<file path="src/hdl/sha_pkg.sv">
// ----------------------------------------------------------------------------
// sha_pkg
// shared types, constants and helper functions of the sha-256 hasher
// ----------------------------------------------------------------------------
package sha_pkg;

    // request queued between the front (word packer) and the back (compressor)
    typedef enum logic [1:0] {
        BLK_MID   = 2'd0,   // full block, chain continues
        BLK_LAST  = 2'd1    // final block of the message, emit digest
    } t_blk_kind;

    typedef struct packed {
        logic [511:0] block;
        t_blk_kind    kind;
    } t_blk_req;

    typedef enum logic [1:0] {
        BK_IDLE  = 2'd0,
        BK_ROUND = 2'd1,
        BK_ADD   = 2'd2,
        BK_OUT   = 2'd3
    } t_bk_state;

    typedef enum logic [1:0] {
        FR_TAKE = 2'd0,
        FR_PAD  = 2'd1,
        FR_LEN  = 2'd2
    } t_fr_state;

    localparam logic [255:0] InitH = {
        32'h6a09e667, 32'hbb67ae85, 32'h3c6ef372, 32'ha54ff53a,
        32'h510e527f, 32'h9b05688c, 32'h1f83d9ab, 32'h5be0cd19};

    localparam logic [7:0] PadByte = 8'h80;

    function automatic logic [31:0] round_k(input logic [5:0] i);
        logic [31:0] k;
        case (i)
            6'd0: k = 32'h428a2f98; 6'd1: k = 32'h71374491; 6'd2: k = 32'hb5c0fbcf;
            6'd3: k = 32'he9b5dba5; 6'd4: k = 32'h3956c25b; 6'd5: k = 32'h59f111f1;
            6'd6: k = 32'h923f82a4; 6'd7: k = 32'hab1c5ed5; 6'd8: k = 32'hd807aa98;
            6'd9: k = 32'h12835b01; 6'd10: k = 32'h243185be; 6'd11: k = 32'h550c7dc3;
            6'd12: k = 32'h72be5d74; 6'd13: k = 32'h80deb1fe; 6'd14: k = 32'h9bdc06a7;
            6'd15: k = 32'hc19bf174; 6'd16: k = 32'he49b69c1; 6'd17: k = 32'hefbe4786;
            6'd18: k = 32'h0fc19dc6; 6'd19: k = 32'h240ca1cc; 6'd20: k = 32'h2de92c6f;
            6'd21: k = 32'h4a7484aa; 6'd22: k = 32'h5cb0a9dc; 6'd23: k = 32'h76f988da;
            6'd24: k = 32'h983e5152; 6'd25: k = 32'ha831c66d; 6'd26: k = 32'hb00327c8;
            6'd27: k = 32'hbf597fc7; 6'd28: k = 32'hc6e00bf3; 6'd29: k = 32'hd5a79147;
            6'd30: k = 32'h06ca6351; 6'd31: k = 32'h14292967; 6'd32: k = 32'h27b70a85;
            6'd33: k = 32'h2e1b2138; 6'd34: k = 32'h4d2c6dfc; 6'd35: k = 32'h53380d13;
            6'd36: k = 32'h650a7354; 6'd37: k = 32'h766a0abb; 6'd38: k = 32'h81c2c92e;
            6'd39: k = 32'h92722c85; 6'd40: k = 32'ha2bfe8a1; 6'd41: k = 32'ha81a664b;
            6'd42: k = 32'hc24b8b70; 6'd43: k = 32'hc76c51a3; 6'd44: k = 32'hd192e819;
            6'd45: k = 32'hd6990624; 6'd46: k = 32'hf40e3585; 6'd47: k = 32'h106aa070;
            6'd48: k = 32'h19a4c116; 6'd49: k = 32'h1e376c08; 6'd50: k = 32'h2748774c;
            6'd51: k = 32'h34b0bcb5; 6'd52: k = 32'h391c0cb3; 6'd53: k = 32'h4ed8aa4a;
            6'd54: k = 32'h5b9cca4f; 6'd55: k = 32'h682e6ff3; 6'd56: k = 32'h748f82ee;
            6'd57: k = 32'h78a5636f; 6'd58: k = 32'h84c87814; 6'd59: k = 32'h8cc70208;
            6'd60: k = 32'h90befffa; 6'd61: k = 32'ha4506ceb; 6'd62: k = 32'hbef9a3f7;
            default: k = 32'hc67178f2;
        endcase
        return k;
    endfunction

    function automatic logic [31:0] rotr(input logic [31:0] x, input int n);
        return (x >> n) | (x << (32 - n));
    endfunction

endpackage

</file>
<file path="src/hdl/sha_back.sv">
// ----------------------------------------------------------------------------
// sha_back
// one round per cycle compressor with rolling schedule, digest output stage
// ----------------------------------------------------------------------------
module sha_back (
    input  logic              i_clk,
    input  logic              i_rst_n,
    input  logic              i_req_valid,
    output logic              o_req_ready,
    input  sha_pkg::t_blk_req i_req,
    output logic              o_empty,
    input  logic              i_pop,
    output logic [31:0]       o_digest_word,
    output logic [2:0]        o_word_index,
    output logic              o_digest_done
);

    sha_pkg::t_bk_state r_state, n_state;
    logic [255:0] r_h;
    logic [255:0] r_v;
    logic [511:0] r_w;        // w[t] in top word
    logic [5:0]   r_rnd;
    logic         r_last;
    logic [2:0]   r_oidx;

    logic [31:0] a, b, c, d, e, f, g, h, w0, t1, t2, nw, s0, s1;
    logic [31:0] w1, w9, w14;

    always_comb begin
        {a, b, c, d, e, f, g, h} = r_v;
        w0  = r_w[511 -: 32];
        w1  = r_w[479 -: 32];
        w9  = r_w[223 -: 32];
        w14 = r_w[63 -: 32];
        s0 = sha_pkg::rotr(w1, 7) ^ sha_pkg::rotr(w1, 18) ^ (w1 >> 3);
        s1 = sha_pkg::rotr(w14, 17) ^ sha_pkg::rotr(w14, 19) ^ (w14 >> 10);
        nw = w0 + s0 + w9 + s1;
        t1 = h + (sha_pkg::rotr(e, 6) ^ sha_pkg::rotr(e, 11) ^ sha_pkg::rotr(e, 25))
               + ((e & f) ^ (~e & g)) + sha_pkg::round_k(r_rnd) + w0;
        t2 = (sha_pkg::rotr(a, 2) ^ sha_pkg::rotr(a, 13) ^ sha_pkg::rotr(a, 22))
               + ((a & b) ^ (a & c) ^ (b & c));
    end

    assign o_req_ready   = (r_state == sha_pkg::BK_IDLE);
    assign o_empty       = (r_state != sha_pkg::BK_OUT);
    assign o_digest_word = r_h[255 - 32*r_oidx -: 32];
    assign o_word_index  = r_oidx;
    assign o_digest_done = (r_oidx == 3'd7);

    always_comb begin
        n_state = r_state;
        unique case (r_state)
            sha_pkg::BK_IDLE:  if (i_req_valid) n_state = sha_pkg::BK_ROUND;
            sha_pkg::BK_ROUND: if (r_rnd == 6'd63) n_state = sha_pkg::BK_ADD;
            sha_pkg::BK_ADD:   n_state = r_last ? sha_pkg::BK_OUT : sha_pkg::BK_IDLE;
            default:           if (i_pop && r_oidx == 3'd7) n_state = sha_pkg::BK_IDLE;
        endcase
    end

    always_ff @(posedge i_clk) begin
        if (!i_rst_n) begin
            r_state <= sha_pkg::BK_IDLE;
            r_h     <= sha_pkg::InitH;
            r_oidx  <= 3'd0;
        end else begin
            r_state <= n_state;
            if (r_state == sha_pkg::BK_ADD) begin
                for (int j = 0; j < 8; j++)
                    r_h[255 - 32*j -: 32] <= r_h[255 - 32*j -: 32] + r_v[255 - 32*j -: 32];
            end
            if (r_state == sha_pkg::BK_OUT && i_pop) begin
                r_oidx <= r_oidx + 3'd1;
                if (r_oidx == 3'd7) r_h <= sha_pkg::InitH;
            end
        end
        if (r_state == sha_pkg::BK_IDLE) begin
            r_v    <= r_h;
            r_w    <= i_req.block;
            r_rnd  <= 6'd0;
            r_last <= (i_req.kind == sha_pkg::BLK_LAST);
        end else if (r_state == sha_pkg::BK_ROUND) begin
            r_v   <= {t1 + t2, a, b, c, d + t1, e, f, g};
            r_w   <= {r_w[479:0], nw};
            r_rnd <= r_rnd + 6'd1;
        end
    end

endmodule

</file>
<file path="config.mk">
export PLATFORM = sky130hd
export DESIGN_NAME = sha_back
export DESIGN_NICKNAME = d
export VERILOG_FILES = /design/src/hdl/sha_pkg.sv /design/src/hdl/sha_back.sv
export SDC_FILE = /design/constraint.sdc
export NUM_CORES = 2
export LEC_CHECK = 0
export BUFFER_PORTS_ARGS = -buffer_cell sky130_fd_sc_hd__buf_2
export CORE_ASPECT_RATIO = 1.75
export CORE_MARGIN = 2
export CORE_UTILIZATION = 41
export CTS_CLUSTER_SIZE = 28
export DETAILED_ROUTE_END_ITERATION = 7
export GPL_TIMING_DRIVEN = 0
export PLACE_DENSITY = 0.66
export SYNTH_ARGS = -nofsm -noshare
export SYNTH_HDL_FRONTEND = slang
export SYNTH_SLANG_ARGS = --single-unit
export TNS_END_PERCENT = 100
</file>
<file path="constraint.sdc">
create_clock -name i_clk -period 54.4 [get_ports i_clk]
set_input_delay 5.44 -clock i_clk [delete_from_list [all_inputs] [get_ports i_clk]]
set_output_delay 5.44 -clock i_clk [all_outputs]
set_load 0.01 [all_outputs]
</file>
==> results.yml <==
detailed_routing:
  drc: 0
  vias: 68100
  drt_pass1_iterations: 6
  wl_per_cell_microns: 35.2
  drt-initial-drc-count: 7325
  vias_per_cell: 6.01
  wl_microns: 399000
  ant_nets: 0
sta:
  maxSlewHeadroom_pct: -6.85
  tns_ns: 0
  rsz0062_at_grt: "false"
  finalHoldViolCount: 0
  finalCriticalPeriod_ns: 10.55
  setup_viol: 0
  maxSlewViolCount: 84
  post-route-period-util_pct: 19.4
  fmax_mhz: 94.7
  skew_ns: 0.0816
  tightest_slew_ns: 1.60
die:
  fp-row-count: 204
  start_util_pct: 41.2
  die_w_microns: 322
  ios: 556
  core_area_sq_um: 176000
  fp.dieH_microns: 561
  dieArea_sq_um: 181000
cells_and_area:
  nets: 10000
  syn2layout_area_growth_pct: 13.4
  drive_above_1_share_pct: 10.4
  nFillCells: 17400
place:
  io_buffers: 555
  place.gp.congestion: 1.09
  dp_hpwl_microns: 318000
yosys:
  syn_nets: 9335
  synthAdderAreaFrac_pct: 12.1
  synth_area_per_cell_sq_um: 8.82
  synth-simple-area-share_pct: 18.5
  synth-compound-area-share_pct: 14.8
  synth-seq-area-share_pct: 40.1
  synth-xor-area-share_pct: 6.45
  synthTopCellsByCount: "nand2_1, edfxtp_1, a21oi_1"
  synth_async_sr_flop_share_pct: 0
  netlist_top_cells_area: "edfxtp_1, nand2_1, dfxtp_1"
  synth-edff-count: 769
  yosysTopAreaCell: "edfxtp_1"
  synth_top_area_share_pct: 31.8
  synth_mux_area_share_pct: 3.23
  mappedNetlistArea_sq_um: 72600
  synth-seq-cells: 1068
  synth_top_family_by_area: "simple AND/OR/NAND/NOR gates"
  synthesis.instances: 8231
  synth_ff_type: "edfxtp_1"
  synth_warnings: 0
  ys_types: 91
  yosys.cell_count.top_type: "nand2_1"
global_routing:
  antenna_found_initial: 63
  grt_pass1_wl_microns: 536000
  grt_pass1_vias: 66600
  grt_max_degree: 125
  grt_overflow: 0
  grt_usage_pct: 43.5
critical_path:
  critPathLaunch: "r_v[122]"
  crit_end: "r_v[255]"
  critical_path_required_ns: 55.05
  reg2reg_depth: 33
  critical_path_class: "reg2reg"
  r2r-end: "r_v[255]"
  crit_path_frequent_cell: "a21oi_1"
  critPathArrivalTime_ns: 11.20
  cp_max_fo: 5
  cp-end-kind: "flip-flop"
  r2r_start: "r_v[122]"
  cp-start-kind: "flip-flop"
  cp_slowest_cell: "xnor2_1"
  r2r_slack_ns: 43.85
  slowest_delay_ns: 1.18
clocking:
  cts_setup_buffers: 0
  clk_latency_ns: 0.82
  cts-htree-levels: 3
  cts_made_buffers: 109
  postCtsResizedCells: 0
  clkTransAtPathRegs_ns: 0.07
  hold_buffers: 0
  cts_tree: "built"
  cts.sinks: 1068
  clockRootBuffer: "clkbuf_16"
  cts_buffer_depth: 3
run:
  max-cap-violations: 15
status:
  failed_checks: "capacitance limit, slew limit"
  status: "complete, but fails checks"
hold_path:
  hold_path.class: "reg2reg"
metrics by stage:
step	util, %	hold slack, ns	area [sq um]	cells	setup slack (ns)
floorplan	-	0.459	72600	8231	31.49
global placement	44.4	0.468	78200	11100	19.84
detailed placement	44.6	0.486	78500	11100	44.17
CTS	46.6	0.494	82100	11300	44.04
global route	46.7	0.514	82200	11300	43.81
finish	46.7	0.500	82300	11300	43.85
flip-flops by register name, indices dropped and copies added (netlist names), named ones only:
name / flops
r_v: 256
r_state: 2
o_word_index: 3
r_w: 512
r_rnd: 6
r_h: 256
r_last: 1
placed cells by master, fill, tap and decap left out, types with 195 or more instances in the layout:
master	n
fa_1	195
xnor2_1	292
edfxtp_1	769
a21o_1	220
dfxtp_1	299
nand2_1	2479
o21ai_0	347
clkbuf_1	376
ha_1	391
a21oi_1	518
xor2_1	235
buf_2	560
inv_1	506
nor2_1	290
cell type report:
type / instances / area [sq um] / area share [%]
Multi-Input combinational cell: 6234 / 40000 / 48.6
Clock inverter: 58 / 588 / 0.714
Buffer: 417 / 1600 / 1.94
Timing Repair Buffer: 578 / 3110 / 3.77
Clock buffer: 148 / 3020 / 3.67
Sequential cell: 1068 / 29100 / 35.3
Tap cell: 2266 / 2840 / 3.44
Inverter: 512 / 1930 / 2.34
Antenna cell: 47 / 118 / 0.143
metal layers:
| layer | vias up | share of wire, % | global-route usage [%] | wire (microns) |
|---|---|---|---|---|
| li1 | 29700 | - | - | - |
| met1 | 32700 | 30 | 40.7 | 120000 |
| met2 | 4072 | 47 | 71.1 | 186000 |
| met3 | 1638 | 7.8 | 10.2 | 31100 |
| met4 | 24 | 15 | 53.8 | 61100 |
| met5 | - | 0.068 | 0.535 | 272 |
kinds of logic after synthesis:
kind of cell,Yosys count
DFF,1068
AOI/OAI and AO/OA,1700
and+or+nand+nor,3269
muxes,145
xor gates and xnor gates,532
adders and majority gates,588
buffers and inverters,929
critical path, delay by kind of cell, from the launching register on:
kind                       cells  cell delay (ns)
adders and majority gates      7             3.04
xor gates and xnor gates       4             2.07
AOI/OAI and AO/OA             12             3.02
buffers and inverters          5             0.94
DFF                            1             0.35
and+or+nand+nor                5             0.94
worst min-delay path by stage:
stage,startpoint,end,cells after the start
after detailed placement,r_h[200],r_h[200],2
after global placement,r_h[198],r_h[198],2
after CTS,r_h[200],r_h[200],2
after floorplan,r_h[163],r_h[163],2
final,r_h[153],r_h[153],2
after global routing,r_h[171],r_h[171],2
Power is not shown: default switching activity piles up to over one toggle a cycle in this logic, so the estimate is an artifact.
