### src/hdl/sha_pkg.sv
// ----------------------------------------------------------------------------
// sha_pkg
// shared types, constants and helper functions of the sha-256 hasher
// ----------------------------------------------------------------------------
package sha_pkg;

    // request queued between the front (word packer) and the back (compressor)
    typedef enum logic [1:0] {
        BLK_MID   = 2'd0,   // full block, chain continues
        BLK_LAST  = 2'd1    // final block of the message, emit digest
    } t_blk_kind;

    typedef struct packed {
        logic [511:0] block;
        t_blk_kind    kind;
    } t_blk_req;

    typedef enum logic [1:0] {
        BK_IDLE  = 2'd0,
        BK_ROUND = 2'd1,
        BK_ADD   = 2'd2,
        BK_OUT   = 2'd3
    } t_bk_state;

    typedef enum logic [1:0] {
        FR_TAKE = 2'd0,
        FR_PAD  = 2'd1,
        FR_LEN  = 2'd2
    } t_fr_state;

    localparam logic [255:0] InitH = {
        32'h6a09e667, 32'hbb67ae85, 32'h3c6ef372, 32'ha54ff53a,
        32'h510e527f, 32'h9b05688c, 32'h1f83d9ab, 32'h5be0cd19};

    localparam logic [7:0] PadByte = 8'h80;

    function automatic logic [31:0] round_k(input logic [5:0] i);
        logic [31:0] k;
        case (i)
            6'd0: k = 32'h428a2f98; 6'd1: k = 32'h71374491; 6'd2: k = 32'hb5c0fbcf;
            6'd3: k = 32'he9b5dba5; 6'd4: k = 32'h3956c25b; 6'd5: k = 32'h59f111f1;
            6'd6: k = 32'h923f82a4; 6'd7: k = 32'hab1c5ed5; 6'd8: k = 32'hd807aa98;
            6'd9: k = 32'h12835b01; 6'd10: k = 32'h243185be; 6'd11: k = 32'h550c7dc3;
            6'd12: k = 32'h72be5d74; 6'd13: k = 32'h80deb1fe; 6'd14: k = 32'h9bdc06a7;
            6'd15: k = 32'hc19bf174; 6'd16: k = 32'he49b69c1; 6'd17: k = 32'hefbe4786;
            6'd18: k = 32'h0fc19dc6; 6'd19: k = 32'h240ca1cc; 6'd20: k = 32'h2de92c6f;
            6'd21: k = 32'h4a7484aa; 6'd22: k = 32'h5cb0a9dc; 6'd23: k = 32'h76f988da;
            6'd24: k = 32'h983e5152; 6'd25: k = 32'ha831c66d; 6'd26: k = 32'hb00327c8;
            6'd27: k = 32'hbf597fc7; 6'd28: k = 32'hc6e00bf3; 6'd29: k = 32'hd5a79147;
            6'd30: k = 32'h06ca6351; 6'd31: k = 32'h14292967; 6'd32: k = 32'h27b70a85;
            6'd33: k = 32'h2e1b2138; 6'd34: k = 32'h4d2c6dfc; 6'd35: k = 32'h53380d13;
            6'd36: k = 32'h650a7354; 6'd37: k = 32'h766a0abb; 6'd38: k = 32'h81c2c92e;
            6'd39: k = 32'h92722c85; 6'd40: k = 32'ha2bfe8a1; 6'd41: k = 32'ha81a664b;
            6'd42: k = 32'hc24b8b70; 6'd43: k = 32'hc76c51a3; 6'd44: k = 32'hd192e819;
            6'd45: k = 32'hd6990624; 6'd46: k = 32'hf40e3585; 6'd47: k = 32'h106aa070;
            6'd48: k = 32'h19a4c116; 6'd49: k = 32'h1e376c08; 6'd50: k = 32'h2748774c;
            6'd51: k = 32'h34b0bcb5; 6'd52: k = 32'h391c0cb3; 6'd53: k = 32'h4ed8aa4a;
            6'd54: k = 32'h5b9cca4f; 6'd55: k = 32'h682e6ff3; 6'd56: k = 32'h748f82ee;
            6'd57: k = 32'h78a5636f; 6'd58: k = 32'h84c87814; 6'd59: k = 32'h8cc70208;
            6'd60: k = 32'h90befffa; 6'd61: k = 32'ha4506ceb; 6'd62: k = 32'hbef9a3f7;
            default: k = 32'hc67178f2;
        endcase
        return k;
    endfunction

    function automatic logic [31:0] rotr(input logic [31:0] x, input int n);
        return (x >> n) | (x << (32 - n));
    endfunction

endpackage

### src/hdl/sha_front.sv
// ----------------------------------------------------------------------------
// sha_front
// packs message words into 512-bit blocks, appends padding and length
// ----------------------------------------------------------------------------
module sha_front (
    input  logic              i_clk,
    input  logic              i_rst_n,
    input  logic              i_push,
    output logic              o_full,
    input  logic [31:0]       i_data_word,
    input  logic [2:0]        i_byte_count,
    input  logic              i_final_word,
    output logic              o_req_valid,
    input  logic              i_req_ready,
    output sha_pkg::t_blk_req o_req
);

    sha_pkg::t_fr_state r_state, n_state;
    logic [511:0] r_blk, n_blk;
    logic [3:0]   r_widx, n_widx;       // next word slot in the block
    logic [63:0]  r_bits, n_bits;
    logic         r_vld, n_vld;
    sha_pkg::t_blk_req r_out, n_out;
    logic         take;
    logic [2:0]   cnt;
    logic [31:0]  mask, padw;

    assign o_full      = (r_state != sha_pkg::FR_TAKE) || r_vld;
    assign take        = i_push && !o_full;
    assign o_req_valid = r_vld;
    assign o_req       = r_out;

    always_comb begin
        cnt = (i_byte_count > 3'd4) ? 3'd4 : i_byte_count;
        unique case (cnt)
            3'd0:    begin mask = 32'h0;        padw = 32'h80000000; end
            3'd1:    begin mask = 32'hff000000; padw = 32'h00800000; end
            3'd2:    begin mask = 32'hffff0000; padw = 32'h00008000; end
            3'd3:    begin mask = 32'hffffff00; padw = 32'h00000080; end
            default: begin mask = 32'hffffffff; padw = 32'h0;        end
        endcase
    end

    always_comb begin
        n_state = r_state;
        n_blk   = r_blk;
        n_widx  = r_widx;
        n_bits  = r_bits;
        n_vld   = r_vld && !i_req_ready;
        n_out   = r_out;
        if (!n_vld) begin
            unique case (r_state)
                sha_pkg::FR_TAKE: begin
                    if (take) begin
                        if (!i_final_word) begin
                            n_blk[511 - 32*r_widx -: 32] = i_data_word;
                            n_bits = r_bits + 64'd32;
                            n_widx = r_widx + 4'd1;
                            if (r_widx == 4'd15) begin
                                n_vld = 1'b1;
                                n_out = '{block: n_blk, kind: sha_pkg::BLK_MID};
                            end
                        end else begin
                            n_blk[511 - 32*r_widx -: 32] = (i_data_word & mask) | padw;
                            n_bits = r_bits + {58'd0, cnt, 3'd0};
                            n_widx = r_widx + 4'd1;
                            if (r_widx == 4'd15) begin
                                n_vld = 1'b1;
                                n_out = '{block: n_blk, kind: sha_pkg::BLK_MID};
                            end
                            // a full last word leaves the 0x80 byte for the next slot
                            n_state = (cnt == 3'd4) ? sha_pkg::FR_PAD : sha_pkg::FR_LEN;
                            if (cnt != 3'd4 && r_widx == 4'd15)
                                n_state = sha_pkg::FR_LEN;
                        end
                    end
                end
                sha_pkg::FR_PAD: begin
                    n_blk[511 - 32*r_widx -: 32] = {sha_pkg::PadByte, 24'd0};
                    n_widx = r_widx + 4'd1;
                    n_state = sha_pkg::FR_LEN;
                    if (r_widx == 4'd15) begin
                        n_vld = 1'b1;
                        n_out = '{block: n_blk, kind: sha_pkg::BLK_MID};
                    end
                end
                default: begin
                    // zero fill, the length goes into slots 14 and 15
                    if (r_widx == 4'd14 || r_widx == 4'd15) begin
                        if (r_widx != 4'd14) begin
                            n_blk[511 - 32*r_widx -: 32] = 32'd0;
                            n_widx = 4'd0;
                            n_vld  = 1'b1;
                            n_out  = '{block: n_blk, kind: sha_pkg::BLK_MID};
                        end else begin
                            n_blk[63:0] = r_bits;
                            n_widx  = 4'd0;
                            n_bits  = 64'd0;
                            n_vld   = 1'b1;
                            n_out   = '{block: n_blk, kind: sha_pkg::BLK_LAST};
                            n_state = sha_pkg::FR_TAKE;
                        end
                    end else begin
                        n_blk[511 - 32*r_widx -: 32] = 32'd0;
                        n_widx = r_widx + 4'd1;
                    end
                end
            endcase
        end
    end

    always_ff @(posedge i_clk) begin
        if (!i_rst_n) begin
            r_state <= sha_pkg::FR_TAKE;
            r_widx  <= 4'd0;
            r_bits  <= 64'd0;
            r_vld   <= 1'b0;
        end else begin
            r_state <= n_state;
            r_widx  <= n_widx;
            r_bits  <= n_bits;
            r_vld   <= n_vld;
        end
        r_blk <= n_blk;
        r_out <= n_out;
    end

endmodule

### config.mk
export PLATFORM = sky130hd
export DESIGN_NAME = sha_front
export DESIGN_NICKNAME = d
export VERILOG_FILES = /design/src/hdl/sha_pkg.sv /design/src/hdl/sha_front.sv
export SDC_FILE = /design/constraint.sdc
export NUM_CORES = 2
export LEC_CHECK = 0
export BUFFER_PORTS_ARGS = -buffer_cell sky130_fd_sc_hd__buf_2
export CAP_MARGIN = 10
export CELL_PAD_IN_SITES_DETAIL_PLACEMENT = 1
export CELL_PAD_IN_SITES_GLOBAL_PLACEMENT = 2
export CORE_MARGIN = 10
export CORE_UTILIZATION = 43
export CTS_CLUSTER_DIAMETER = 100
export DETAILED_ROUTE_END_ITERATION = 8
export GPL_ROUTABILITY_DRIVEN = 0
export PLACE_DENSITY = 0.93
export SYNTH_ARGS = -nofsm -noshare
export SYNTH_HDL_FRONTEND = slang
export SYNTH_SLANG_ARGS = --single-unit
### constraint.sdc
create_clock -name i_clk -period 46.1 [get_ports i_clk]
set_clock_uncertainty 0.2 [all_clocks]
set_input_delay 4.61 -clock i_clk [delete_from_list [all_inputs] [get_ports i_clk]]
set_output_delay 4.61 -clock i_clk [all_outputs]
set_load 0.01 [all_outputs]
==> flow_summary.json <==
{
  "syn_inst": 3647,
  "ant_nets": 0,
  "drive_gt1_frac": 0.195,
  "syn_nets": 3697,
  "fin_hold_ws_ns": 0.292,
  "synth.avg_cell_area_um2": 12.4,
  "max_slew_margin": 0.183,
  "yosys_register_bits": 1093,
  "die_area_um2": 118000,
  "drv_cap": 0,
  "fillers": 10800,
  "final-setup-viol-count": 0,
  "core_area_um2": 104000,
  "grt_overflow": 0,
  "start_util": 0.434,
  "fmax_mhz": 120,
  "drt-total-wl_um": 165000,
  "min_period_ns": 8.30,
  "min_period_over_period": 0.180,
  "vias_per_cell": 6.02,
  "arrival_ns": 8.42,
  "num_rows": 118,
  "fp.dieW_um": 344,
  "status": "complete, no violations",
  "synth_ff_type": "edfxtp_1",
  "grt_pass1_wl_um": 236000,
  "initialDrtViolationCount": 3410,
  "cts.sinks": 1093,
  "die_h_um": 344,
  "cts_root_buffer": "clkbuf_16",
  "route.detailed.drc": 0,
  "ir_drop_mv": 0.0295,
  "worst_slack_ns": 37.80,
  "ys_seq_area_frac": 0.713,
  "ys_warn_count": 0,
  "stdcell_count": 5614,
  "grt_pass1_vias": 33800,
  "maxSlewViolCount": 0,
  "area_growth_pct": 17.9,
  "htreeDepth": 3,
  "wl_per_cell_um": 29.3,
  "grtUsageTotal": 0.270,
  "dr.pass1.iters": 5,
  "end_kind": "flop",
  "crit_type": "input pin to flop",
  "p_per_area_nw_per_um2": 46.9,
  "hp-class": "flop to flop",
  "io_pins": 556,
  "numPortBuffers": 554,
  "grt_max_degree": 97,
  "rsz0062_at_grt": "no",
  "ctsResizeCount": 0,
  "synth_edf_count": 1025,
  "tightestPinTransition_ns": 1.23,
  "fin_setup_tns_ns": 0,
  "ctsHoldBuffers": 0,
  "synthDistinctLibCells": 72,
  "start_kind": "input pin",
  "path_clk_slew_ns": 0.06,
  "synth_area_um2": 45100,
  "fin_area_um2": 53100,
  "dpl_cell_area_um2": 49100,
  "hold_violations": 0,
  "cts.path.max_buffers": 3,
  "ys_async_sr_fraction": 0,
  "critPathMaxFanout": 83,
  "num_vias": 33800,
  "worstPathRequired_ns": 46.21,
  "dp.cells": 5391,
  "layout.nets": 4179,
  "cts_tree": "built",
  "antenna_found_initial": 11,
  "p_leak_nw": 19.5,
  "cts_buffers": 114,
  "cts_setup_buffers": 0,
  "dp_hpwl_um": 112000,
  "dpl_worst_slack_ns": 37.15,
  "clock_latency_ns": 0.71
}
==> metrics by stage <==
step | utilization | total power [mW]
floorplan | - | 1.44
global placement | 0.473 | 1.49
detailed placement | 0.473 | 1.52
CTS | 0.511 | 2.50
global route | 0.512 | 2.58
finish | 0.512 | 2.49
==> kinds of logic (layout without fill, tap and decap cells) <==
logic type      Yosys count  after routing  share of synthesized area
compound gates         1195           1195                      0.153
flops                  1093           1093                      0.713
simple gates           1081           1081                      0.107
buf+inv                 258            836                     0.0219
fa+ha+maj                10             10                    0.00294
xor+xnor                  5              5                   0.000972
mux                       4              4                   0.000916
other cells               1             10                  0.0000832
==> power by group <==
part | switching, mW | internal (mW) | total, mW
clock | 0.401 | 0.584 | 0.985
sequential | 0.0301 | 1.21 | 1.24
combinational | 0.194 | 0.0695 | 0.264
total | 0.625 | 1.87 | 2.49
==> flip-flops by register name, indices dropped and copies added (netlist names) <==
register	flops
r_widx	4
o_req_valid	1
o_req	513
r_blk	512
r_state	2
r_bits	61
==> cells in the mapped netlist, types with 4 or more instances <==
master    instances  area share
a21oi_1         100       0.011
a31oi_1          48      0.0067
o21ai_0         765       0.085
nand2_1         674       0.056
nand3_1          58      0.0064
inv_1            16      0.0013
nor4_1            8      0.0011
o21a_1            8      0.0013
a22o_1           66       0.013
or3_1            17      0.0024
edfxtp_1       1025        0.68
and3_1           38      0.0053
nand4_1          35      0.0049
a221o_1          20      0.0044
a22oi_1          11      0.0018
or4_1            35      0.0058
o41ai_1           4     0.00078
clkbuf_1        217       0.018
nor3_1           15      0.0017
buf_1            10     0.00083
a21boi_0          8      0.0013
buf_2            11      0.0012
and2_1            8      0.0011
and4_1            6      0.0012
o22ai_1           6     0.00083
a21o_1           63       0.010
nor2b_1          22      0.0031
o31ai_1          61       0.010
a221oi_1          7      0.0014
dfxtp_1          68       0.030
o211ai_1          5     0.00083
a211oi_1          7      0.0012
ha_1              9      0.0025
nor2_1          129       0.011
nand2b_1         10      0.0014
==> worst paths after layout <==
path / startpoint / slack (ns) / depth (start not counted) / endpoint
setup / recovery: i_req_ready / 37.80 / 7 / r_blk[449]$_DFFE_PP_
hold / removal: r_bits[63]$_SDFFE_PN0P_ / 0.29 / 2 / r_bits[63]$_SDFFE_PN0P_
setup reg to reg: r_widx[0]$_SDFFE_PN0P_ / 39.46 / 8 / r_blk[449]$_DFFE_PP_
hold reg to reg: r_bits[63]$_SDFFE_PN0P_ / 0.29 / 2 / r_bits[63]$_SDFFE_PN0P_
==> layer usage <==
| metal | GRT usage | wire length (um) | up-vias | share of wire |
|---|---|---|---|---|
| li1 | - | - | 14700 | - |
| met1 | 0.345 | 64300 | 17100 | 0.39 |
| met4 | 0.132 | 8540 | 4 | 0.052 |
| met3 | 0.0561 | 14000 | 333 | 0.085 |
| met5 | 0 | 36 | - | 0.00022 |
| met2 | 0.435 | 77800 | 1566 | 0.47 |
==> area by class of cell <==
type | instances | area, um2 | share of cell area
Sequential cell | 1093 | 32100 | 0.605
Clock inverter | 72 | 915 | 0.0172
Multi-Input combinational cell | 2296 | 12000 | 0.226
Clock buffer | 140 | 3030 | 0.0571
Inverter | 18 | 67.6 | 0.00127
Tap cell | 1380 | 1730 | 0.0325
Antenna cell | 9 | 22.5 | 0.000424
Timing Repair Buffer | 606 | 3190 | 0.0600
==> critical path: stages <==
cell	delay, ns
buf_2	0.09
nor2b_1	0.10
a21o_1	0.38
nor2_4	0.21
buf_4	0.94
buf_4	0.92
buf_4	0.97
==> placed cells by master (no fill, tap or decap), types with 9 or more instances in the layout <==
cell type  Yosys  final
diode_2        0      9
edfxtp_1    1025   1025
or3_1         17     17
ha_1           9      9
nand2_2        0     10
o21ai_0      765    762
clkinv_2       0     23
inv_1         16     16
nor3_1        15     15
clkinv_1       0     15
or4_1         35     35
a31oi_1       48     48
a21oi_1      100    100
dfxtp_1       68     67
nor2b_1       22     22
a22o_1        66     66
a221o_1       20     20
and3_1        38     37
a21o_1        63     63
o31ai_1       61     61
clkbuf_1     217     21
clkbuf_16      0    117
nand4_1       35     35
nor2_1       129    124
nand2_1      674    664
buf_4          1     50
nand3_1       58     56
buf_2         11    554
bufinv_16      0     21
a22oi_1       11     11
(Power assumes the default switching activity.)
