$ cat src/hdl/sha_pkg.sv
// ----------------------------------------------------------------------------
// sha_pkg
// shared types, constants and helper functions of the sha-256 hasher
// ----------------------------------------------------------------------------
package sha_pkg;

    // request queued between the front (word packer) and the back (compressor)
    typedef enum logic [1:0] {
        BLK_MID   = 2'd0,   // full block, chain continues
        BLK_LAST  = 2'd1    // final block of the message, emit digest
    } t_blk_kind;

    typedef struct packed {
        logic [511:0] block;
        t_blk_kind    kind;
    } t_blk_req;

    typedef enum logic [1:0] {
        BK_IDLE  = 2'd0,
        BK_ROUND = 2'd1,
        BK_ADD   = 2'd2,
        BK_OUT   = 2'd3
    } t_bk_state;

    typedef enum logic [1:0] {
        FR_TAKE = 2'd0,
        FR_PAD  = 2'd1,
        FR_LEN  = 2'd2
    } t_fr_state;

    localparam logic [255:0] InitH = {
        32'h6a09e667, 32'hbb67ae85, 32'h3c6ef372, 32'ha54ff53a,
        32'h510e527f, 32'h9b05688c, 32'h1f83d9ab, 32'h5be0cd19};

    localparam logic [7:0] PadByte = 8'h80;

    function automatic logic [31:0] round_k(input logic [5:0] i);
        logic [31:0] k;
        case (i)
            6'd0: k = 32'h428a2f98; 6'd1: k = 32'h71374491; 6'd2: k = 32'hb5c0fbcf;
            6'd3: k = 32'he9b5dba5; 6'd4: k = 32'h3956c25b; 6'd5: k = 32'h59f111f1;
            6'd6: k = 32'h923f82a4; 6'd7: k = 32'hab1c5ed5; 6'd8: k = 32'hd807aa98;
            6'd9: k = 32'h12835b01; 6'd10: k = 32'h243185be; 6'd11: k = 32'h550c7dc3;
            6'd12: k = 32'h72be5d74; 6'd13: k = 32'h80deb1fe; 6'd14: k = 32'h9bdc06a7;
            6'd15: k = 32'hc19bf174; 6'd16: k = 32'he49b69c1; 6'd17: k = 32'hefbe4786;
            6'd18: k = 32'h0fc19dc6; 6'd19: k = 32'h240ca1cc; 6'd20: k = 32'h2de92c6f;
            6'd21: k = 32'h4a7484aa; 6'd22: k = 32'h5cb0a9dc; 6'd23: k = 32'h76f988da;
            6'd24: k = 32'h983e5152; 6'd25: k = 32'ha831c66d; 6'd26: k = 32'hb00327c8;
            6'd27: k = 32'hbf597fc7; 6'd28: k = 32'hc6e00bf3; 6'd29: k = 32'hd5a79147;
            6'd30: k = 32'h06ca6351; 6'd31: k = 32'h14292967; 6'd32: k = 32'h27b70a85;
            6'd33: k = 32'h2e1b2138; 6'd34: k = 32'h4d2c6dfc; 6'd35: k = 32'h53380d13;
            6'd36: k = 32'h650a7354; 6'd37: k = 32'h766a0abb; 6'd38: k = 32'h81c2c92e;
            6'd39: k = 32'h92722c85; 6'd40: k = 32'ha2bfe8a1; 6'd41: k = 32'ha81a664b;
            6'd42: k = 32'hc24b8b70; 6'd43: k = 32'hc76c51a3; 6'd44: k = 32'hd192e819;
            6'd45: k = 32'hd6990624; 6'd46: k = 32'hf40e3585; 6'd47: k = 32'h106aa070;
            6'd48: k = 32'h19a4c116; 6'd49: k = 32'h1e376c08; 6'd50: k = 32'h2748774c;
            6'd51: k = 32'h34b0bcb5; 6'd52: k = 32'h391c0cb3; 6'd53: k = 32'h4ed8aa4a;
            6'd54: k = 32'h5b9cca4f; 6'd55: k = 32'h682e6ff3; 6'd56: k = 32'h748f82ee;
            6'd57: k = 32'h78a5636f; 6'd58: k = 32'h84c87814; 6'd59: k = 32'h8cc70208;
            6'd60: k = 32'h90befffa; 6'd61: k = 32'ha4506ceb; 6'd62: k = 32'hbef9a3f7;
            default: k = 32'hc67178f2;
        endcase
        return k;
    endfunction

    function automatic logic [31:0] rotr(input logic [31:0] x, input int n);
        return (x >> n) | (x << (32 - n));
    endfunction

endpackage

$ cat src/hdl/sha_queue.sv
// ----------------------------------------------------------------------------
// sha_queue
// two-entry block request queue between front and back
// ----------------------------------------------------------------------------
module sha_queue (
    input  logic              i_clk,
    input  logic              i_rst_n,
    input  logic              i_wr_valid,
    output logic              o_wr_ready,
    input  sha_pkg::t_blk_req i_wr,
    output logic              o_rd_valid,
    input  logic              i_rd_ready,
    output sha_pkg::t_blk_req o_rd
);

    sha_pkg::t_blk_req r_mem [2];
    logic       r_wp, r_rp;
    logic [1:0] r_cnt;
    logic       wr, rd;

    assign o_wr_ready = (r_cnt != 2'd2);
    assign o_rd_valid = (r_cnt != 2'd0);
    assign o_rd       = r_mem[r_rp];
    assign wr         = i_wr_valid && o_wr_ready;
    assign rd         = o_rd_valid && i_rd_ready;

    always_ff @(posedge i_clk) begin
        if (!i_rst_n) begin
            r_wp  <= 1'b0;
            r_rp  <= 1'b0;
            r_cnt <= 2'd0;
        end else begin
            if (wr) r_wp <= !r_wp;
            if (rd) r_rp <= !r_rp;
            r_cnt <= r_cnt + {1'b0, wr} - {1'b0, rd};
        end
        if (wr) r_mem[r_wp] <= i_wr;
    end

endmodule

$ cat config.mk
export PLATFORM = sky130hd
export DESIGN_NAME = sha_queue
export DESIGN_NICKNAME = d
export VERILOG_FILES = /design/src/hdl/sha_pkg.sv /design/src/hdl/sha_queue.sv
export SDC_FILE = /design/constraint.sdc
export NUM_CORES = 1
export LEC_CHECK = 0
export ABC_AREA = 1
export BUFFER_PORTS_ARGS = -buffer_cell sky130_fd_sc_hd__buf_2
export CAP_MARGIN = 20
export CORE_AREA = 5 5 403 405
export CTS_BUF_LIST = sky130_fd_sc_hd__clkbuf_16
export DETAILED_ROUTE_END_ITERATION = 8
export DIE_AREA = 0 0 408 410
export PLACE_DENSITY = 0.49
export SETUP_SLACK_MARGIN = 0.3
export SKIP_CTS_REPAIR_TIMING = 1
export SLEW_MARGIN = 20
export SYNTH_ARGS = -nofsm -noshare
export SYNTH_HDL_FRONTEND = slang
export SYNTH_SLANG_ARGS = --single-unit
$ cat constraint.sdc
create_clock -name i_clk -period 24.4 [get_ports i_clk]
set_clock_uncertainty 0.1 [all_clocks]
set_input_delay 2.44 -clock i_clk [delete_from_list [all_inputs] [get_ports i_clk]]
set_output_delay 2.44 -clock i_clk [all_outputs]
set_load 0.05 [all_outputs]
==> results of run 1 <==
-- cell type report --
type                            count  share of cell area [%]
Sequential cell                  1033                   61.80
Multi-Input combinational cell    538                   15.24
Timing Repair Buffer             1056                   10.73
Clock buffer                      113                   5.642
Tap cell                         2072                   5.173
Clock inverter                     97                   1.263
Antenna cell                       20                 0.09986
Inverter                            7                 0.05243
-- cells in the final DEF (no fill, tap or decap) --
master and instances:
sky130_fd_sc_hd__buf_4 20, sky130_fd_sc_hd__inv_16 1, sky130_fd_sc_hd__dfxtp_1 4, sky130_fd_sc_hd__inv_1 38
sky130_fd_sc_hd__nand3_1 1, sky130_fd_sc_hd__xnor2_1 1, sky130_fd_sc_hd__clkinv_4 1, sky130_fd_sc_hd__clkinv_1 32
sky130_fd_sc_hd__clkinv_8 1, sky130_fd_sc_hd__nor2_1 7, sky130_fd_sc_hd__dfxtp_4 1, sky130_fd_sc_hd__nand2_1 11
sky130_fd_sc_hd__a21oi_1 1, sky130_fd_sc_hd__diode_2 20, sky130_fd_sc_hd__mux2_4 460, sky130_fd_sc_hd__ha_1 1
sky130_fd_sc_hd__inv_6 1, sky130_fd_sc_hd__clkbuf_16 113, sky130_fd_sc_hd__clkinv_2 16, sky130_fd_sc_hd__mux2_2 54
sky130_fd_sc_hd__buf_12 3, sky130_fd_sc_hd__buf_2 1033, sky130_fd_sc_hd__clkinvlp_4 7, sky130_fd_sc_hd__bufinv_16 4
sky130_fd_sc_hd__nor2_4 2, sky130_fd_sc_hd__edfxtp_1 1028, sky130_fd_sc_hd__clkinv_16 3
-- tightest hold or removal path: stages, from the launching register on --
cell,delay (ns)
sky130_fd_sc_hd__dfxtp_1,0.33
sky130_fd_sc_hd__nor2_1,0.06
sky130_fd_sc_hd__nor2_1,0.08
-- how the worst min path moves through the flow --
stage / endpoint / start
6_report: flop / r_rp
5_1_grt: flop / r_rp
4_1_cts: flop / r_rp
3_5_place_dp: flop / r_rp
3_3_place_gp: r_rp / r_rp
2_1_floorplan: flop / r_rp
-- metal layers --
metal / wire length (um) / track usage (%) / up-vias
li1: - / - / 8800
met3: 9186 / 5.251 / 224
met2: 56270 / 21.80 / 702
met1: 37910 / 12.48 / 9824
met4: 3440 / 4.323 / 38
met5: 234 / 0 / -
-- state kept, by name, indices dropped and copies added, names as in the netlist, named ones only --
name,flops
r_rp,1
r_cnt,2
r_wp,1
r_mem,1028
-- stage by stage --
| step | setup WS [ns] | total power, mW | utilization (%) | area (um^2) | hold WS [ns] |
|---|---|---|---|---|---|
| after floorplan | 7.739 | 4.174 | - | 39310 | 0.3669 |
| after global placement | 16.62 | 4.532 | 29.50 | 46610 | 0.3858 |
| after detailed placement | 16.67 | 4.535 | 29.50 | 46610 | 0.3868 |
| after CTS | 16.45 | 6.136 | 31.69 | 50070 | 0.4031 |
| after global routing | 16.31 | 6.276 | 31.71 | 50100 | 0.4193 |
| final | 16.55 | 6.041 | 31.72 | 50120 | 0.3965 |
-- power breakdown --
group	switching, mW	leakage (nW)	total (mW)	internal, mW
sequential	0.0652	9.65	2.32	2.25
clock	0.692	1.79	1.57	0.882
combinational	1.52	7.78	2.15	0.631
-- kinds of logic after synthesis --
kind of cell / count (synthesis) / synth area share (%)
multiplexers: 514 / 19.12
AND/OR/NAND/NOR: 21 / 0.2037
AO/OA/AOI/OAI: 1 / 0.01272
XOR/XNOR: 1 / 0.02229
flip-flops: 1033 / 78.80
buffers and inverters: 64 / 1.811
adder cells (fa/ha/maj): 1 / 0.03183
==> results summary, run 1 <==
Counting the buffers created by CTS gives approximately 110. Timing would allow up to ~130 MHz. The H-tree was split into 3 levels. Including well taps, the total number of placed cells is 4,706. By area the synthesized netlist is led by sky130_fd_sc_hd__edfxtp_1 (79%), sky130_fd_sc_hd__mux2_4 (18%), sky130_fd_sc_hd__mux2_2 (1.5%), sky130_fd_sc_hd__buf_6 (0.92%), sky130_fd_sc_hd__buf_8 (0.76%). Along the worst path, the maximum fanout reaches 115. Across the run, the number of max-cap violations was 0. In this run the critical register-to-register path is captured at r_mem[0][478]. Counting distinct cell types in the post-synthesis netlist gives 14.

The required time reported for the critical path endpoint came out at 21.86 ns. The congestion estimate from routability-driven global placement came to 0.8181. The filler cell count came out at ~15,000.

The routed design could run at a clock period as short as 7.853 ns. For this configuration, the core starts out at a cell density of around 25%. The slew of the pin with the lowest slew margin is 1.138 ns. The critical path goes through buf_12 > buf_4 > buf_4 > mux2_2 > buf_2. Dividing the detail-routed via count by the number of cells gives 3.968. The iteration-0 DRC count of the detailed router came out at between 1,000 and 1,500. The slowest stage cell on the critical path is sky130_fd_sc_hd__dfxtp_4. The synthesized netlist cell count is 1,635.

The synthesized design contains just over 1,000 enable-type register cells. The worst IR drop on VDD is ~0.085 mV. The number of cells on the worst reg-to-reg path came out at 9. The final hold violation count is 0. The path class of the tightest hold or removal check is flop to flop. In this run the tightest slew margin relative to its limit is 24.15%. The overall routing resource usage came out at between 10% and 20%.

The worst setup path is captured at an output port. The width of the die is roughly 410 um. The footprint of the multi-input gates came out at 7636 um^2.

Clock-pin slew was measured on the worst setup and hold paths at approximately 0.06 ns. The total nets after synthesis came out at 2,154. Entering global routing, the biggest net connects 134 pins. The average detailed-routed wire length per instance came out at 21.69 um. In the synthesized netlist the async set-or-reset flop fraction comes to 0%.

Yosys printed 0 warnings. Across all layers, the routed design uses around 20,000 vias. The sequential area share after synthesis is 78.80%. After floorplanning, the core was sized to cover 158,000 um^2. The launch point of the worst reg-to-reg path is r_cnt[0]. Setup repair after global routing left no endpoint under its margin.

The setup-violating endpoint count in the final report is 0. The maximum clock path buffer count is 3. The total detailed-routing wirelength is 107.0 mm.

The final cell count without fillers came out at 4,936. During I/O placement, the number of pins put on the boundary was 1,034. The global-route wire length before repair is 146.4 mm. The most common cell in the synthesized netlist is sky130_fd_sc_hd__edfxtp_1. The top cell family by delay on the critical path is buffers and inverters. The via count of the first global-routing pass came out at 20,240.

The root buffer selected by CTS is sky130_fd_sc_hd__clkbuf_16. The number of buffers added on ports came out at 1,033. The run finished with clean final reports. The count of buffering cells on the critical path with inverters included came out at 4. The fraction of layout instances using a drive strength above 1 came out at 60.48%. The final antenna-violating net count came out at 0. The worst hold path was traced through 2 stages. In this design, the stage delay of the slowest critical-path cell is 0.99 ns.

The data arrival time of the critical path is 5.31 ns. The final-stage net count came out at 3,267. For this design the ratio of total power to cell area is 120.5 nW/um^2. The flop-to-flop setup slack is approximately 19 ns. The post-synthesis register bit count is between 1,000 and 1,500. STA classifies the critical path startpoint as a flop. The number of pins with negative max-slew slack in the final report is 0. The post-synthesis instance area is slightly below 40,000 um^2. TritonCTS built the clock tree.

The number of antenna violations at the first check in global routing is 62. The post-DP HPWL came out at about 77 mm. The leakage power is 19.21 nW. Summed over all layers, the global routing overflow is 0. The first detailed-routing pass ran for 5 iterations.

The clock network latency to the later pin of the worst-skew pair is slightly above 0.7 ns. Setup total negative slack on the finished layout was measured at 0 ns. Clock tree synthesis found a total of 1,033 sinks. The prevailing post-synth register cell is sky130_fd_sc_hd__edfxtp_1. The part of the cycle the worst path needs is 32.18%. The die extent in y came out at 410 um. The die outline area is 167,300 um^2. The synthesis-to-layout area growth came out at 27.52%.

The average size of a mapped cell is 24.04 um^2. The number of rows created at floorplan came out at 146. Sorting the synthesized cells by how often they occur yields sky130_fd_sc_hd__edfxtp_1 (1,028), sky130_fd_sc_hd__mux2_4 (460), sky130_fd_sc_hd__mux2_2 (54). In the final layout, flip-flops and latches occupy 30,970 um^2. The capturing instance or port of the critical path is o_rd[1]. The number of gates on the worst path with buffers counted is 5. The top cell type by area accounts for about four fifths of the synthesized area. The cell type contributing the most total cell area after synthesis is sky130_fd_sc_hd__edfxtp_1.

The final routed DRC violation total is 0. The worst setup path is of the flop to output port kind. The most numerous cell type found on the critical path is sky130_fd_sc_hd__buf_4.
Note: power is estimated with default switching activity, not from simulation.
==> run 2, diff against run 1 <==
--- a/config.mk
+++ b/config.mk
@@ -8,10 +8,10 @@
 export ABC_AREA = 1
 export BUFFER_PORTS_ARGS = -buffer_cell sky130_fd_sc_hd__buf_2
 export CAP_MARGIN = 20
-export CORE_AREA = 5 5 403 405
+export CORE_AREA = 5 5 395 397
 export CTS_BUF_LIST = sky130_fd_sc_hd__clkbuf_16
 export DETAILED_ROUTE_END_ITERATION = 8
-export DIE_AREA = 0 0 408 410
+export DIE_AREA = 0 0 400 402
 export PLACE_DENSITY = 0.49
 export SETUP_SLACK_MARGIN = 0.3
 export SKIP_CTS_REPAIR_TIMING = 1
==> constraint.sdc (replaced) <==
create_clock -name i_clk -period 7.45 [get_ports i_clk]
set_clock_uncertainty 0.1 [all_clocks]
set_input_delay 0.745 -clock i_clk [delete_from_list [all_inputs] [get_ports i_clk]]
set_output_delay 0.745 -clock i_clk [all_outputs]
set_load 0.05 [all_outputs]
==> results summary, run 2 (synthesized netlist as in run 1, its figures left out) <==
Run status: finished, final reports clean (unchanged). The worst hold slack is 0.1070 ns (was 0.3965 ns). The filler cell count is 14,760 (was 15,460). The footprint of the multi-input gates is 7655 um^2 (was 7636 um^2). Worst path cell trace: buf_12 > mux2_2 > buf_2 (was buf_12 > buf_4 > buf_4 > mux2_2 > buf_2). The total detailed-routing wirelength came to 108.0 mm (was 107.0 mm). The via count came to 19,620 (was 19,590). The required time reported for the critical path endpoint came to 6.61 ns (was 21.86 ns). Unrepaired setup endpoints after global routing: false (unchanged). The largest register by flop count is r_mem (unchanged).

The final estimated routing congestion in global placement came out at 0.8530 (was 0.8181). The iteration-0 DRC count of the detailed router came out at 960 (was 1,051). The highest attainable clock frequency is 247.6 MHz. The final cell count without fillers is 4,901 (was 4,936). The share of power burned in registers is 38.1% (was 38.4%).

The worst IR drop on VDD came out at 0.2547 mV (was 0.08463 mV). The number of top-level pins came to 1,034 (unchanged). The kind of end point of the critical path is an output port (unchanged). The post-DP HPWL came out at 77.85 mm (was 77.03 mm). The pre-CTS setup slack was 4.101 ns (was 16.67 ns). The total cell area at the placement stage is 46,780 um^2 (was 46,610 um^2). The count of buffering cells on the critical path with inverters included came out at 2 (was 4). The part of the cycle the worst path needs is a little over half. The via count of the first global-routing pass came out at 20,370 (was 20,240).

The synthesis-to-layout area growth came out at 28.12% (was 27.52%). The hold path startpoint is i_wr[106] (was r_rp). The effective utilization at floorplan came out at 25.93% (was 24.87%).

The type of origin of the critical path is a flop (unchanged). The root buffer selected by CTS is sky130_fd_sc_hd__clkbuf_16 (unchanged). The number of rows created at floorplan was 143 (was 146).

The final hold violation count came out at 0 (unchanged). The switching power summed over all nets is 7.456 mW (was 2.276 mW). The number of vias per cell after detailed routing came out at 4.003 (was 3.968). The setup-violating endpoint count in the final report was 0 (unchanged). The top cell family by delay on the critical path is flip-flops (was buffers and inverters). The most common cell after layout, fill and taps aside was sky130_fd_sc_hd__buf_2 (unchanged). The data arrival time of the critical path came out at 3.19 ns (was 5.31 ns). The delay of the slowest cell on the worst path is 0.87 ns (was 0.99 ns).

The class of the most critical hold timing path is primary input to flop (was flop to flop). The slew of the pin with the lowest slew margin came out at 1.174 ns (was 1.138 ns). The worst path needs 4.039 ns of the cycle, external delays included. The post-route standard cell area excluding fillers is 50,350 um^2 (was 50,120 um^2). The level count of the clock H-tree is 3 (unchanged). The detailed-routing iteration count for the pre-antenna-repair pass came to 5 (unchanged). The width of the die came out at 400 um (was 408 um).

The maximum fanout along the worst path came out at 112 (was 115). The number of pins with negative max-slew slack in the final report is 0 (unchanged). The count of maximum capacitance violations came out at 0 (unchanged).

The register area came out at 30,970 um^2 (unchanged). The number of buffers added on ports is 1,033 (unchanged). The die outline area is 160,800 um^2 (was 167,300 um^2). The number of antenna violations at the first check in global routing is 51 (was 62). The final routed DRC violation total came out at 0 (unchanged).

Top Registers: r_mem: 1028 flops, r_cnt: 2 flops (unchanged). The remaining global-route overflow came out at 0 (unchanged). The leakage power was 19.36 nW (was 19.21 nW). The power per cell area is 395.9 nW/um^2 (was 120.5 nW/um^2). The TritonCTS clock tree was built (unchanged). The switching fraction of total power is 37.40% (was 37.67%). The classification of the worst setup path was flop to output port (unchanged). The share of total power in combinational logic came out at 35.5% (was 35.6%).

The setup TNS after final layout is 0 ns (unchanged). The power consumption is 19.93 mW (was 6.041 mW). Commonest cells after routing, fill and taps aside: sky130_fd_sc_hd__buf_2 (1,033), sky130_fd_sc_hd__edfxtp_1 (1,028), sky130_fd_sc_hd__mux2_4 (460), sky130_fd_sc_hd__clkbuf_16 (112), sky130_fd_sc_hd__mux2_2 (54) (was sky130_fd_sc_hd__buf_2 (1,033), sky130_fd_sc_hd__edfxtp_1 (1,028), sky130_fd_sc_hd__mux2_4 (460), sky130_fd_sc_hd__clkbuf_16 (113), sky130_fd_sc_hd__mux2_2 (54)). The internal power was 12.48 mW (was 3.766 mW).

The clock network latency to the later pin of the worst-skew pair is 0.69 ns (was 0.71 ns). The clock buffer count from CTS was 112 (unchanged). The slowest stage cell on the critical path is sky130_fd_sc_hd__dfxtp_4 (unchanged).

The fraction of layout instances using a drive strength above 1 was 61.06% (was 60.48%). The maximum number of pins on one net before global-route repair came out at 146 (was 134). The average detailed-routed wire length per instance came out at 22.03 um (was 21.69 um).

The global-route wire length before repair came out at 147.1 mm (was 146.4 mm). The number of sinks on the clock net came out at 1,033 (unchanged). The final-stage net count came out at 3,283 (was 3,267).

The launch point of the worst reg-to-reg path is r_cnt[0] (unchanged). The clock network power share is 26.4% (was 26.1%). The number of placed cells counting well taps is 4,680 (was 4,706). The final design utilization is 33.23% (was 31.72%).

The die extent in y came to 402 um (was 410 um). The total core area is 151,500 um^2 (was 158,000 um^2). The flip-flop count of the largest register after layout came out at 1,028 (unchanged). The relative slew slack came out at 21.72% (was 24.15%). The post-route worst setup slack came out at 3.411 ns (was 16.55 ns). The overall routing resource usage came out at 12.71% (was 12.09%).

The clock transition at the register clock pins on the worst setup and hold paths after CTS came out at 0.06 ns (about the same). The maximum clock path buffer count was 3 (unchanged). The final antenna-violating net count came out at 0 (unchanged).
-- run 2: cell types whose count changed in the layout (fill, tap and decap cells not counted), sizes merged --
cell,previous run,this run
bufinv,4,8
buf,1056,1072
inv,40,37
clkinvlp,7,3
clkbuf,113,112
clkinv,53,50
diode,20,18
-- run 2: cell type report --
type / count / share of cell area, %
Inverter: 7 / 0.05218
Clock buffer: 112 / 5.566
Clock inverter: 91 / 1.446
Tap cell: 2030 / 5.044
Sequential cell: 1033 / 61.51
Timing Repair Buffer: 1072 / 11.09
Multi-Input combinational cell: 538 / 15.20
Antenna cell: 18 / 0.08945
-- run 2: power by group through the flow --
| stage | Clock (mW) | Sequential [mW] | Combinational, mW |
|---|---|---|---|
| 2_1_floorplan | 0 | 7.87 | 5.60 |
| 3_3_place_gp | 0 | 7.69 | 7.21 |
| 3_5_place_dp | 0 | 7.72 | 7.20 |
| 4_1_cts | 5.47 | 7.60 | 7.21 |
| 5_1_grt | 5.70 | 7.66 | 7.37 |
| 6_report | 5.26 | 7.60 | 7.08 |
-- run 2: routing by layer --
layer	vias to the layer above	wire (um)	GRT usage (%)
li1	8823	-	-
met1	9824	37990	13.31
met2	747	54920	22.44
met3	193	12090	5.982
met4	32	2784	4.120
met5	-	182	0
-- run 2: worst paths after layout --
check / cells past startpoint / end / slack (ns)
worst max-delay path: 3 / o_rd[36] / 3.41
worst min-delay path: 1 / r_mem[0][106] / 0.11
worst max register to register: 6 / r_mem[0][476] / 4.51
worst min register to register: 2 / flop / 0.40
==> run 3, diff against run 2 <==
--- a/config.mk
+++ b/config.mk
@@ -8,10 +8,10 @@
 export ABC_AREA = 1
 export BUFFER_PORTS_ARGS = -buffer_cell sky130_fd_sc_hd__buf_2
 export CAP_MARGIN = 20
-export CORE_AREA = 5 5 395 397
+export CORE_AREA = 5 5 403 405
 export CTS_BUF_LIST = sky130_fd_sc_hd__clkbuf_16
 export DETAILED_ROUTE_END_ITERATION = 8
-export DIE_AREA = 0 0 400 402
+export DIE_AREA = 0 0 408 410
 export PLACE_DENSITY = 0.49
 export SETUP_SLACK_MARGIN = 0.3
 export SKIP_CTS_REPAIR_TIMING = 1
==> constraint.sdc (replaced) <==
create_clock -name i_clk -period 3.6 [get_ports i_clk]
set_clock_uncertainty 0.1 [all_clocks]
set_input_delay 0.36 -clock i_clk [delete_from_list [all_inputs] [get_ports i_clk]]
set_output_delay 0.36 -clock i_clk [all_outputs]
set_load 0.05 [all_outputs]
==> results summary, run 3 (synthesized netlist as in run 1, its figures left out) <==
The register area came to 30,970 um^2 (about the same). The root buffer selected by CTS is sky130_fd_sc_hd__clkbuf_16 (unchanged). The via count of the first global-routing pass came out at 20,680 (was 20,370). Top Registers: r_mem: 1028 flops, r_cnt: 2 flops (unchanged). The final routed DRC violation total is 0 (unchanged). The width of the die came to 408 um (was 400 um). The final-stage net count came out at 3,830 (was 3,283). The classification of the worst setup path is flop to output port (unchanged).

The setup TNS after final layout is 0 ns (unchanged). The overall routing resource usage was 12.44% (was 12.71%). The setup-violating endpoint count in the final report came to 0 (unchanged).

The post-route standard cell area excluding fillers is 56,230 um^2 (was 50,350 um^2). The number of sinks on the clock net is 1,033 (unchanged). Commonest cells after routing, fill and taps aside: sky130_fd_sc_hd__buf_2 (1,033), sky130_fd_sc_hd__edfxtp_1 (1,028), sky130_fd_sc_hd__dlygate4sd3_1 (518), sky130_fd_sc_hd__mux2_4 (460), sky130_fd_sc_hd__clkbuf_16 (116) (was sky130_fd_sc_hd__buf_2 (1,033), sky130_fd_sc_hd__edfxtp_1 (1,028), sky130_fd_sc_hd__mux2_4 (460), sky130_fd_sc_hd__clkbuf_16 (112), sky130_fd_sc_hd__mux2_2 (54)).

The filler cell count is 15,000 (was 14,760). The number of vias per cell after detailed routing is 3.965 (was 4.003). The kind of end point of the critical path is an output port (unchanged).

The count of maximum capacitance violations came out at 0 (unchanged). The clock period minus worst slack is between 3 and 4 ns. The die outline area was 167,300 um^2 (was 160,800 um^2). The worst IR drop on VDD came to 0.4600 mV (was 0.2547 mV). The flip-flop count of the largest register after layout came to 1,028 (unchanged). The number of rows created at floorplan was 146 (was 143). The delay of the slowest cell on the worst path came out at 0.79 ns (was 0.87 ns). The required time reported for the critical path endpoint is 3.14 ns (was 6.61 ns).

The cell repeated most along the worst path is sky130_fd_sc_hd__buf_12. The number of top-level pins is 1,034 (unchanged). The slowest stage cell on the critical path was sky130_fd_sc_hd__dfxtp_4 (unchanged). The number of pins with negative max-slew slack in the final report came out at 0 (unchanged). The class of the most critical hold timing path is primary input to flop (unchanged). The part of the cycle the worst path needs came out at 87.34%. The fraction of layout instances using a drive strength above 1 is 52.05% (was 61.06%). The clock network latency to the later pin of the worst-skew pair was 0.70 ns (was 0.69 ns). Unrepaired setup endpoints after global routing: true (was false). The final hold violation count came out at 0 (unchanged). The final antenna-violating net count came to 0 (unchanged). The die extent in y came out at 410 um (was 402 um). The number of antenna violations at the first check in global routing is 17 (was 51). The remaining global-route overflow came out at 0 (unchanged). The total detailed-routing wirelength is 112.7 mm (was 108.0 mm). The type of origin of the critical path is a flop (unchanged). The level count of the clock H-tree came out at 3 (unchanged). The detailed-routing iteration count for the pre-antenna-repair pass came out at 5 (unchanged).

The final estimated routing congestion in global placement came out at 0.8147 (was 0.8530). Run status: finished, final reports clean (unchanged). Worst path cell trace: buf_12 > buf_12 > mux2_4 > buf_2 (was buf_12 > mux2_2 > buf_2). The footprint of the multi-input gates is 7669 um^2 (was 7655 um^2).

The power consumption came to 42.65 mW (was 19.93 mW). The via count is 21,780 (was 19,620). The synthesis-to-layout area growth is 43.07% (was 28.12%). The number of placed cells counting well taps came to 4,747 (was 4,680).

The post-DP HPWL is 80.76 mm (was 77.85 mm). The largest register by flop count was r_mem (unchanged). The power per cell area came out at 758.5 nW/um^2 (was 395.9 nW/um^2). The clock buffer count from CTS is 115 (was 112). The data arrival time of the critical path is 2.68 ns (was 3.19 ns).

The iteration-0 DRC count of the detailed router is 1,240 (was 960). The slew of the pin with the lowest slew margin is 0.7676 ns (was 1.174 ns). The total cell area at the placement stage was 47,230 um^2 (was 46,780 um^2). The average detailed-routed wire length per instance is 20.50 um (was 22.03 um).

The leakage power is 21.82 nW (was 19.36 nW). The maximum number of pins on one net before global-route repair is 105 (was 146). The relative slew slack is 48.82% (was 21.72%). The global-route wire length before repair is 151.6 mm (was 147.1 mm). The highest attainable clock frequency came out at about 320 MHz. The maximum clock path buffer count came out at 3 (unchanged).

The most common cell after layout, fill and taps aside is sky130_fd_sc_hd__buf_2 (unchanged). The maximum fanout along the worst path is 25 (was 112). The final cell count without fillers is 5,494 (was 4,901). The clock transition at the register clock pins on the worst setup and hold paths after CTS came out at 0.06 ns (about the same).

The number of buffers added on ports came out at 1,033 (unchanged). The effective utilization at floorplan is 24.87% (was 25.93%). The TritonCTS clock tree is built (unchanged). The total core area is 158,000 um^2 (was 151,500 um^2).
==> run 3: critical path, delay by kind of cell (launching register included) <==
family	cells	cell delay [ns]
multiplexers	1	0.36
buffers and inverters	3	0.79
flip-flops	1	0.79
==> run 3: where the power goes <==
part	switching (mW)	total (mW)	internal [mW]	leakage [nW]
Clock	4.81	11.5	6.72	1.93
Sequential	0.453	15.7	15.2	9.65
Combinational	10.5	15.4	4.89	10.2
Total	15.8	42.7	26.9	21.8
==> run 3: cell type report <==
cell class                      instances  share of cell area [%]
Antenna cell                           12                 0.05340
Clock buffer                          116                   5.162
Clock inverter                        100                   1.540
Inverter                                7                 0.04673
Multi-Input combinational cell        538                   13.64
Sequential cell                      1033                   55.09
Tap cell                             2072                   4.611
Timing Repair Buffer                 1616                   19.86
==> run 3: final timing paths <==
kind | start | end | slack (ns) | cells after the start
hold reg to reg | r_rp | flop | 0.43 | 2
hold / removal | i_wr[363] | r_mem[0][363] | 0.26 | 2
setup reg to reg | r_cnt[1] | r_cnt[1] | 1.27 | 10
setup / recovery | flop | o_rd[311] | 0.46 | 4
==> run 3: metal layers <==
metal	routed length [um]	track usage (%)	vias up
li1	-	-	9918
met1	42800	13.50	10910
met2	59030	22.64	789
met3	8246	4.577	159
met4	2542	3.688	6
met5	39	0	-
==> run 3: metrics by stage <==
stage	utilization, %	hold slack, ns	setup slack (ns)
final	35.58	0.2596	0.4556
after global routing	35.58	0.1801	0.2729
after CTS	32.27	-0.3990	0.2161
after detailed placement	29.89	0.3973	1.044
after global placement	29.89	0.3798	1.063
after floorplan	-	0.3534	-5.111
